--- src/hdl/pdpc_pkg.sv ---
// Shared types, constants and helper functions for the packet deframer with ones-count check.
// Used by every module of the block; has no dependencies of its own.
package pdpc_pkg;

    localparam int HEADER_BYTES = 4;
    localparam int HDR_IDX_W    = $clog2(HEADER_BYTES);
    localparam logic [7:0] MIN_LENGTH = 8'd5;

    localparam logic [HDR_IDX_W-1:0] HDR_COUNT_HI = HDR_IDX_W'(0);
    localparam logic [HDR_IDX_W-1:0] HDR_COUNT_LO = HDR_IDX_W'(1);
    localparam logic [HDR_IDX_W-1:0] HDR_FLAGS    = HDR_IDX_W'(2);
    localparam logic [HDR_IDX_W-1:0] HDR_LENGTH   = HDR_IDX_W'(3);

    localparam logic [7:0] FLAG_DRIVE    = 8'h80;
    localparam logic [7:0] FLAG_RESPONSE = 8'h40;
    localparam logic [7:0] FLAG_SLEEP    = 8'h20;
    localparam logic [7:0] FLAG_ACK      = 8'h10;

    localparam logic [1:0] CMD_DRIVE    = 2'd0;
    localparam logic [1:0] CMD_RESPONSE = 2'd1;
    localparam logic [1:0] CMD_SLEEP    = 2'd2;

    localparam logic KIND_BODY   = 1'b0;
    localparam logic KIND_REPORT = 1'b1;

    localparam int FIFO_AW    = 2;
    localparam int FIFO_DEPTH = 1 << FIFO_AW;

    typedef struct packed {
        logic        result_kind;
        logic [7:0]  body_byte;
        logic [15:0] packet_count;
        logic [1:0]  command;
        logic        ack_flag;
        logic [7:0]  packet_length;
        logic        check_ok;
        logic        length_error;
    } result_t;

    typedef struct packed {
        logic full;
        logic empty;
    } q_status_t;

    function automatic logic [3:0] ones_count(input logic [7:0] v);
        logic [3:0] n;
        n = 4'd0;
        for (int i = 0; i < 8; i++)
        begin
            n = n + {3'd0, v[i]};
        end
        return n;
    endfunction

    function automatic logic [1:0] decode_command(input logic [7:0] flags);
        logic [1:0] cmd;
        priority if ((flags & FLAG_DRIVE) != 8'h00)
        begin
            cmd = CMD_DRIVE;
        end
        else if ((flags & FLAG_RESPONSE) != 8'h00)
        begin
            cmd = CMD_RESPONSE;
        end
        else if ((flags & FLAG_SLEEP) != 8'h00)
        begin
            cmd = CMD_SLEEP;
        end
        else
        begin
            cmd = CMD_RESPONSE;
        end
        return cmd;
    endfunction

    function automatic result_t make_report(input logic [7:0] cnt_hi, input logic [7:0] cnt_lo,
                                            input logic [7:0] flags, input logic [7:0] length,
                                            input logic ok, input logic len_err);
        result_t r;
        r.result_kind   = KIND_REPORT;
        r.body_byte     = 8'd0;
        r.packet_count  = {cnt_hi, cnt_lo};
        r.command       = decode_command(flags);
        r.ack_flag      = (flags & FLAG_ACK) != 8'h00;
        r.packet_length = length;
        r.check_ok      = ok;
        r.length_error  = len_err;
        return r;
    endfunction

endpackage

--- src/hdl/packet_deframer_popcount_check_top.sv ---
// Top level of the packet deframer with ones-count check.
// Depends on pdpc_pkg and instantiates pdpc_front, pdpc_fifo and pdpc_back.
//
// Input channel: one packet byte per beat on rx_byte, taken when in_valid is high and
// in_stall is low. The first four bytes of a packet are the header (count high, count
// low, flags, total length); the block forwards each body byte as a result beat and ends
// the packet with one report beat carrying the count, command, ack flag, length and the
// outcome of the ones-count check. Header bytes give no beat unless the length is bad.
// Output channel: out_valid with out_stall from the receiver; a beat is taken when
// out_valid is high and out_stall is low, and a stalled beat holds its value.
// A result passes through the queue and then the output register before it reaches the output.
// Throughput: one byte per cycle while in_stall is low, set by the ones count and accumulate in
// the front end. A four-entry queue sits between the front end and the output register,
// so the input keeps flowing while the receiver stalls until the queue fills; in_stall
// then follows the queue's full flag.
// Reset clears the packet position, header fields, running count, queue and output valid.
module packet_deframer_popcount_check_top
    import pdpc_pkg::*;
(
    input  logic        clk,
    input  logic        rst_n,
    input  logic        in_valid,
    output logic        in_stall,
    input  logic [7:0]  rx_byte,
    output logic        out_valid,
    input  logic        out_stall,
    output logic        result_kind,
    output logic [7:0]  body_byte,
    output logic [15:0] packet_count,
    output logic [1:0]  command,
    output logic        ack_flag,
    output logic [7:0]  packet_length,
    output logic        check_ok,
    output logic        length_error
);

    q_status_t q_status;
    logic      push;
    logic      pop;
    result_t   push_data;
    result_t   pop_data;
    result_t   out_data;

    pdpc_front u_front (
        .clk       (clk),
        .rst_n     (rst_n),
        .in_valid  (in_valid),
        .in_stall  (in_stall),
        .rx_byte   (rx_byte),
        .q_status  (q_status),
        .push      (push),
        .push_data (push_data)
    );

    pdpc_fifo u_fifo (
        .clk       (clk),
        .rst_n     (rst_n),
        .push      (push),
        .push_data (push_data),
        .pop       (pop),
        .pop_data  (pop_data),
        .q_status  (q_status)
    );

    pdpc_back u_back (
        .clk       (clk),
        .rst_n     (rst_n),
        .q_status  (q_status),
        .pop_data  (pop_data),
        .pop       (pop),
        .out_valid (out_valid),
        .out_stall (out_stall),
        .out_data  (out_data)
    );

    assign result_kind   = out_data.result_kind;
    assign body_byte     = out_data.body_byte;
    assign packet_count  = out_data.packet_count;
    assign command       = out_data.command;
    assign ack_flag      = out_data.ack_flag;
    assign packet_length = out_data.packet_length;
    assign check_ok      = out_data.check_ok;
    assign length_error  = out_data.length_error;

    a_queue_status: assert property (@(posedge clk) disable iff (!rst_n)
        !(q_status.full && q_status.empty))
        else $error("queue reports full and empty at once");

    a_body_clean: assert property (@(posedge clk) disable iff (!rst_n)
        out_valid && result_kind == KIND_BODY |->
            packet_count == 16'd0 && command == CMD_DRIVE && !ack_flag &&
            packet_length == 8'd0 && !check_ok && !length_error)
        else $error("body beat carries report fields");

    a_len_error: assert property (@(posedge clk) disable iff (!rst_n)
        out_valid && result_kind == KIND_REPORT && length_error |->
            !check_ok && packet_length < MIN_LENGTH)
        else $error("length error report inconsistent");

    a_len_good: assert property (@(posedge clk) disable iff (!rst_n)
        out_valid && result_kind == KIND_REPORT && !length_error |->
            packet_length >= MIN_LENGTH)
        else $error("check report with short length");

endmodule

--- src/hdl/pdpc_front.sv ---
// Front end: accepts packet bytes, tracks the header and the ones count, and classifies each beat.
// Depends on pdpc_pkg; pushes results into the queue in pdpc_fifo.
module pdpc_front
    import pdpc_pkg::*;
(
    input  logic      clk,
    input  logic      rst_n,
    input  logic      in_valid,
    output logic      in_stall,
    input  logic [7:0] rx_byte,
    input  q_status_t q_status,
    output logic      push,
    output result_t   push_data
);

    logic [7:0] pos_reg, pos_next;
    logic [7:0] count_hi_reg, count_hi_next;
    logic [7:0] count_lo_reg, count_lo_next;
    logic [7:0] flags_reg, flags_next;
    logic [7:0] length_reg, length_next;
    logic [7:0] ones_reg, ones_next;
    logic       accept;
    logic [7:0] ones_add;

    assign in_stall = q_status.full;
    assign accept   = in_valid && !q_status.full;
    assign ones_add = ones_reg + {4'd0, ones_count(rx_byte)};

    always_comb
    begin
        pos_next      = pos_reg;
        count_hi_next = count_hi_reg;
        count_lo_next = count_lo_reg;
        flags_next    = flags_reg;
        length_next   = length_reg;
        ones_next     = ones_reg;
        push          = 1'b0;
        push_data     = '0;
        if (accept)
        begin
            if (pos_reg < 8'(HEADER_BYTES))
            begin
                unique case (pos_reg[HDR_IDX_W-1:0])
                    HDR_COUNT_HI: count_hi_next = rx_byte;
                    HDR_COUNT_LO: count_lo_next = rx_byte;
                    HDR_FLAGS:    flags_next    = rx_byte;
                    HDR_LENGTH:   length_next   = rx_byte;
                endcase
                if (pos_reg[HDR_IDX_W-1:0] == HDR_LENGTH && rx_byte < MIN_LENGTH)
                begin
                    push      = 1'b1;
                    push_data = make_report(count_hi_reg, count_lo_reg, flags_reg, rx_byte,
                                            1'b0, 1'b1);
                    pos_next  = 8'd0;
                    ones_next = 8'd0;
                end
                else
                begin
                    pos_next  = pos_reg + 8'd1;
                    ones_next = ones_add;
                end
            end
            else if ({1'b0, pos_reg} + 9'd1 >= {1'b0, length_reg})
            begin
                push      = 1'b1;
                push_data = make_report(count_hi_reg, count_lo_reg, flags_reg, length_reg,
                                        rx_byte == ones_reg, 1'b0);
                pos_next  = 8'd0;
                ones_next = 8'd0;
            end
            else
            begin
                push                  = 1'b1;
                push_data.result_kind = KIND_BODY;
                push_data.body_byte   = rx_byte;
                pos_next              = pos_reg + 8'd1;
                ones_next             = ones_add;
            end
        end
    end

    always_ff @(posedge clk or negedge rst_n)
    begin
        if (!rst_n)
        begin
            pos_reg      <= 8'd0;
            count_hi_reg <= 8'd0;
            count_lo_reg <= 8'd0;
            flags_reg    <= 8'd0;
            length_reg   <= 8'd0;
            ones_reg     <= 8'd0;
        end
        else
        begin
            pos_reg      <= pos_next;
            count_hi_reg <= count_hi_next;
            count_lo_reg <= count_lo_next;
            flags_reg    <= flags_next;
            length_reg   <= length_next;
            ones_reg     <= ones_next;
        end
    end

endmodule

--- src/hdl/pdpc_fifo.sv ---
// Short result queue between the front end and the output stage.
// Depends on pdpc_pkg for the result type and the queue depth.
module pdpc_fifo
    import pdpc_pkg::*;
(
    input  logic      clk,
    input  logic      rst_n,
    input  logic      push,
    input  result_t   push_data,
    input  logic      pop,
    output result_t   pop_data,
    output q_status_t q_status
);

    result_t              mem [FIFO_DEPTH];
    logic [FIFO_AW-1:0]   wr_ptr_reg, wr_ptr_next;
    logic [FIFO_AW-1:0]   rd_ptr_reg, rd_ptr_next;
    logic [FIFO_AW:0]     count_reg, count_next;
    logic                 do_push;
    logic                 do_pop;

    assign do_push = push && (count_reg != (FIFO_AW+1)'(FIFO_DEPTH));
    assign do_pop  = pop && (count_reg != '0);

    assign q_status.full  = count_reg == (FIFO_AW+1)'(FIFO_DEPTH);
    assign q_status.empty = count_reg == '0;
    assign pop_data       = mem[rd_ptr_reg];

    always_comb
    begin
        wr_ptr_next = do_push ? wr_ptr_reg + 1'b1 : wr_ptr_reg;
        rd_ptr_next = do_pop ? rd_ptr_reg + 1'b1 : rd_ptr_reg;
        count_next  = count_reg;
        if (do_push && !do_pop)
        begin
            count_next = count_reg + 1'b1;
        end
        else if (do_pop && !do_push)
        begin
            count_next = count_reg - 1'b1;
        end
    end

    always_ff @(posedge clk)
    begin
        if (do_push)
        begin
            mem[wr_ptr_reg] <= push_data;
        end
    end

    always_ff @(posedge clk or negedge rst_n)
    begin
        if (!rst_n)
        begin
            wr_ptr_reg <= '0;
            rd_ptr_reg <= '0;
            count_reg  <= '0;
        end
        else
        begin
            wr_ptr_reg <= wr_ptr_next;
            rd_ptr_reg <= rd_ptr_next;
            count_reg  <= count_next;
        end
    end

endmodule

--- src/hdl/pdpc_back.sv ---
// Back end: pops queued results into the output register and hands them to the receiver.
// Depends on pdpc_pkg for the result and queue status types.
module pdpc_back
    import pdpc_pkg::*;
(
    input  logic      clk,
    input  logic      rst_n,
    input  q_status_t q_status,
    input  result_t   pop_data,
    output logic      pop,
    output logic      out_valid,
    input  logic      out_stall,
    output result_t   out_data
);

    result_t out_reg;
    logic    valid_reg, valid_next;

    assign pop       = !q_status.empty && (!valid_reg || !out_stall);
    assign out_valid = valid_reg;
    assign out_data  = out_reg;

    always_comb
    begin
        valid_next = valid_reg;
        if (pop)
        begin
            valid_next = 1'b1;
        end
        else if (!out_stall)
        begin
            valid_next = 1'b0;
        end
    end

    always_ff @(posedge clk)
    begin
        if (pop)
        begin
            out_reg <= pop_data;
        end
    end

    always_ff @(posedge clk or negedge rst_n)
    begin
        if (!rst_n)
        begin
            valid_reg <= 1'b0;
        end
        else
        begin
            valid_reg <= valid_next;
        end
    end

endmodule

--- config.mk ---
export PLATFORM = sky130hd
export DESIGN_NAME = packet_deframer_popcount_check_top
export DESIGN_NICKNAME = d
export VERILOG_FILES = /design/src/hdl/pdpc_pkg.sv /design/src/hdl/packet_deframer_popcount_check_top.sv /design/src/hdl/pdpc_front.sv /design/src/hdl/pdpc_fifo.sv /design/src/hdl/pdpc_back.sv
export SDC_FILE = /design/constraint.sdc
export NUM_CORES = 1
export LEC_CHECK = 0
export BUFFER_PORTS_ARGS = -buffer_cell sky130_fd_sc_hd__buf_2
export CAP_MARGIN = 10
export CORE_MARGIN = 2
export CORE_UTILIZATION = 40
export CTS_CLUSTER_SIZE = 40
export DETAILED_ROUTE_END_ITERATION = 10
export PLACE_DENSITY = 0.58
export SLEW_MARGIN = 10
export SYNTH_ARGS = -nofsm -noshare
export SYNTH_HDL_FRONTEND = slang
export SYNTH_SLANG_ARGS = --single-unit
export TNS_END_PERCENT = 5
--- constraint.sdc ---
create_clock -name clk -period 11.5 [get_ports clk]
set_input_delay 2.3 -clock clk [delete_from_list [all_inputs] [get_ports clk]]
set_output_delay 2.3 -clock clk [all_outputs]
set_load 0.005 [all_outputs]
==> key figures <==
Run status
  – Status: complete, no violations

Routing
  – Post-DR vias/cell: 5.09
  – Met2 WL post-DR: 9120 um
  – Total wire length: 18900 um
  – Antenna Nets Post-Route: 0
  – Routed WL per cell: 19.5 um
  – DR DRC count: 0
  – Top sig layer: met4
  – Initial DRT Pass Iterations: 4
  – Drt first-iter violations: 357
  – Met1 wire length: 8510 um
  – Vias: 4925
  – Wire length on met3: 780 um

Die
  – Number of core rows: 57
  – Die height: 161 um
  – Die W: 161 um
  – Initial core utilization: 40.7%
  – Die area: 26000 um^2
  – IO Pins: 52
  – Core area: 24300 um^2

Placement
  – Port buffer count: 51
  – Placed cell area: 10500 um^2
  – RD Place Congestion: 0.814
  – Pre-CTS WS: 5360 ps
  – Number of placed instances with taps included: 920
  – Post-DP HPWL: 11700 um

Worst hold path
  – Worst hold path class: flop to flop
  – Hold Path Depth: 1

Power and ir drop
  – Clock share of power: 27.0%
  – Psw: 0.826 mW
  – Leak pwr: 4.28 nW
  – Pwr Density: 252 nW/um^2
  – Sequential share of power: 47.3%
  – Total Power: 2.85 mW
  – Pint: 2.02 mW
  – Max VDD drop: 0.163 mV
  – Switching share of power: 29.0%
  – Logic pwr share: 25.7%

Clock network
  – Post-CTS Hold Buffers: 0
  – Clk root buf: clkbuf_16
  – Clock Latency Late Sink: 530 ps
  – Post-CTS resize count: 0
  – Clock Sinks: 242
  – CTS tree: done
  – Setup bufs post-CTS: 0
  – Bufs on Longest Clock Path: 3
  – CTS buffer count: 26
  – Htree depth: 1
  – CTS clock-pin slew for the worst setup and hold paths: 60 ps

Setup path
  – Worst R2R Path Depth: 9
  – Setup CP Type: primary input to flop
  – CP endpoint kind: flop
  – Crit path DAT: 6030 ps
  – Worst Path Max Fanout: 6
  – Crit path launch type: primary input
  – Data required, critical path: 11900 ps

Synth
  – Mean Syn Cell Area: 17.8 um^2
  – Area fraction in compound gates after synthesis: 2.43%
  – Syn Inst Count: 556
  – Synth Area in Simple Gates: 5.74%
  – Synth Area in Adders: 4.37%
  – Library cells used by synthesis: 45
  – Yosys Warn Count: 0
  – Mux cell area share after synthesis: 11.8%
  – Netlist Area Pre-Place: 9900 um^2
  – Flops & latches, synth: 242
  – Main combinational cell family by area after synthesis: multiplexers
  – Seq/Total Area, Yosys: 70.7%
  – Syn Nets: 599
  – Xor and xnor area share after synthesis: 2.83%

Timing
  – Slew headroom: 20.8%
  – F_max: 177 MHz
  – Worst slew pin tran: 1190 ps
  – Max-slew violation count: 0
  – Setup violations, final: 0
  – Period utilization: 49.0%
  – Final worst setup slack: 5860 ps
  – RSZ-0062 raised after global routing: no
  – Final hold violation count: 0
  – Setup_tns: 0 ps
  – Fin crit period: 5640 ps
  – Clock Skew: 20.9 ps

Final layout
  – Largest register FFs: 152
  – Layout fillers: 2061
  – Growth of design area from synthesis to finish: 14.3%
  – Fin area: 11300 um^2
  – Fin cells: 968
  – NumNets Final: 667
  – Multi-input gate area: 2710 um^2
  – Antenna diodes: 0
  – Register area: 7010 um^2
  – Commonest cells after routing, fill and taps aside: edfxtp_1 (190), buf_2 (51), dfrtp_1 (51)
  – Biggest register: u_fifo.mem
  – Share of cells above drive strength 1: 25.8%
  – Commonest non-fill, non-tap cell in the layout: edfxtp_1

Global route
  – Largest net degree at the start of global routing: 53
  – Initial antenna violation count: 0
  – Global-route wire length before repair: 30200 um
  – Total grt overflow: 0
  – Vias in the first global route: 5292
  – Tot GR Track Use: 15.0%

Job
  – Max Cap Violations: 0
## worst max-delay path: stages
cell	delay, ps
buf_2	180
inv_1	100
ha_1	290
inv_1	50
fa_1	500
fa_1	430
fa_1	420
fa_1	500
fa_1	440
nor2b_1	170
o21ai_0	130
a211oi_1	320
xnor2_1	160
nor2_1	50
## cell type report
cell class,instances,area share (%)
sequential,242,61.9
multi-input combinational,267,23.9
tap,324,3.58
timing repair buffer,56,2.59
clock inverter,8,0.685
clock buffer,40,6.30
inverter,31,1.03
## metal layers
metal / vias up / global-route usage [%]
li1: 2238 / -
met1: 2555 / 20.7
met2: 100 / 24.7
met3: 32 / 2.34
met4: 0 / 4.83
met5: - / 0
## Yosys cell counts (all sizes together)
library cell,number,area [um^2]
fa,6,120
nand3,7,35.0
mux2,22,248
a22o,3,26.3
a21o,3,22.5
nand3b,1,7.51
o31a,1,17.5
nor3b,1,7.51
o2111ai,1,15.0
o21ai,4,20.0
xor2,20,175
a211oi,3,22.5
o21a,2,15.0
clkbuf,7,26.3
nor4,11,75.1
xnor2,12,105
a211o,1,8.76
o21ba,1,10.0
or3b,1,8.76
or3,1,6.26
and2,27,169
edfxtp,190,5710
o211ai,1,7.51
nor2b,4,25.0
mux4,38,856
inv,31,116
nor2,19,71.3
buf,9,60.1
mux2i,7,70.1
ha,25,313
and3b,1,8.76
nand2,20,85.1
a221oi,1,8.76
nand2b,1,6.26
nor3,5,25.0
and3,5,31.3
nand4,1,6.26
dfrtp,52,1300
a21oi,11,66.3
## logic make-up after synthesis
kind of cell | after synthesis
buffers and inverters | 47
AND/OR/NAND/NOR | 105
multiplexers | 67
XOR/XNOR | 32
adder cells (fa/ha/maj) | 31
flip-flops | 242
AO/OA/AOI/OAI | 32
## stage by stage
step,utilization (%),hold WS (ps)
after detailed placement,43.3,484
final,46.6,490
after global routing,46.6,505
after global placement,43.3,476
after CTS,46.6,491
after floorplan,-,457
## worst paths after layout
check | to | start | slack, ps
max | u_front.ones_reg[6]$_DFFE_PN0P_ | rx_byte[1] | 5860
min | u_fifo.count_reg[2]$_DFFE_PN0P_ | u_fifo.count_reg[2]$_DFFE_PN0P_ | 490
max reg2reg | u_fifo.mem[3][31]$_DFFE_PP_ | u_front.pos_reg[0]$_DFFE_PN0P_ | 7750
min reg2reg | u_fifo.count_reg[2]$_DFFE_PN0P_ | u_fifo.count_reg[2]$_DFFE_PN0P_ | 490
max in group asynchronous | u_fifo.rd_ptr_reg[0]$_DFFE_PN0P_ | rst_n | 9070
min in group asynchronous | u_front.count_hi_reg[3]$_DFFE_PN0P_ | rst_n | 1910
## power groups by stage
stage          sequential [mW]  combinational (mW)  clock (mW)
5_1_grt                   1.37               0.820       0.824
4_1_cts                   1.35               0.754       0.788
3_5_place_dp              1.37               0.750           0
3_3_place_gp              1.36               0.726           0
2_1_floorplan             1.32               0.542           0
6_report                  1.35               0.733       0.769
No activity file was read; power rests on OpenSTA's default activity.
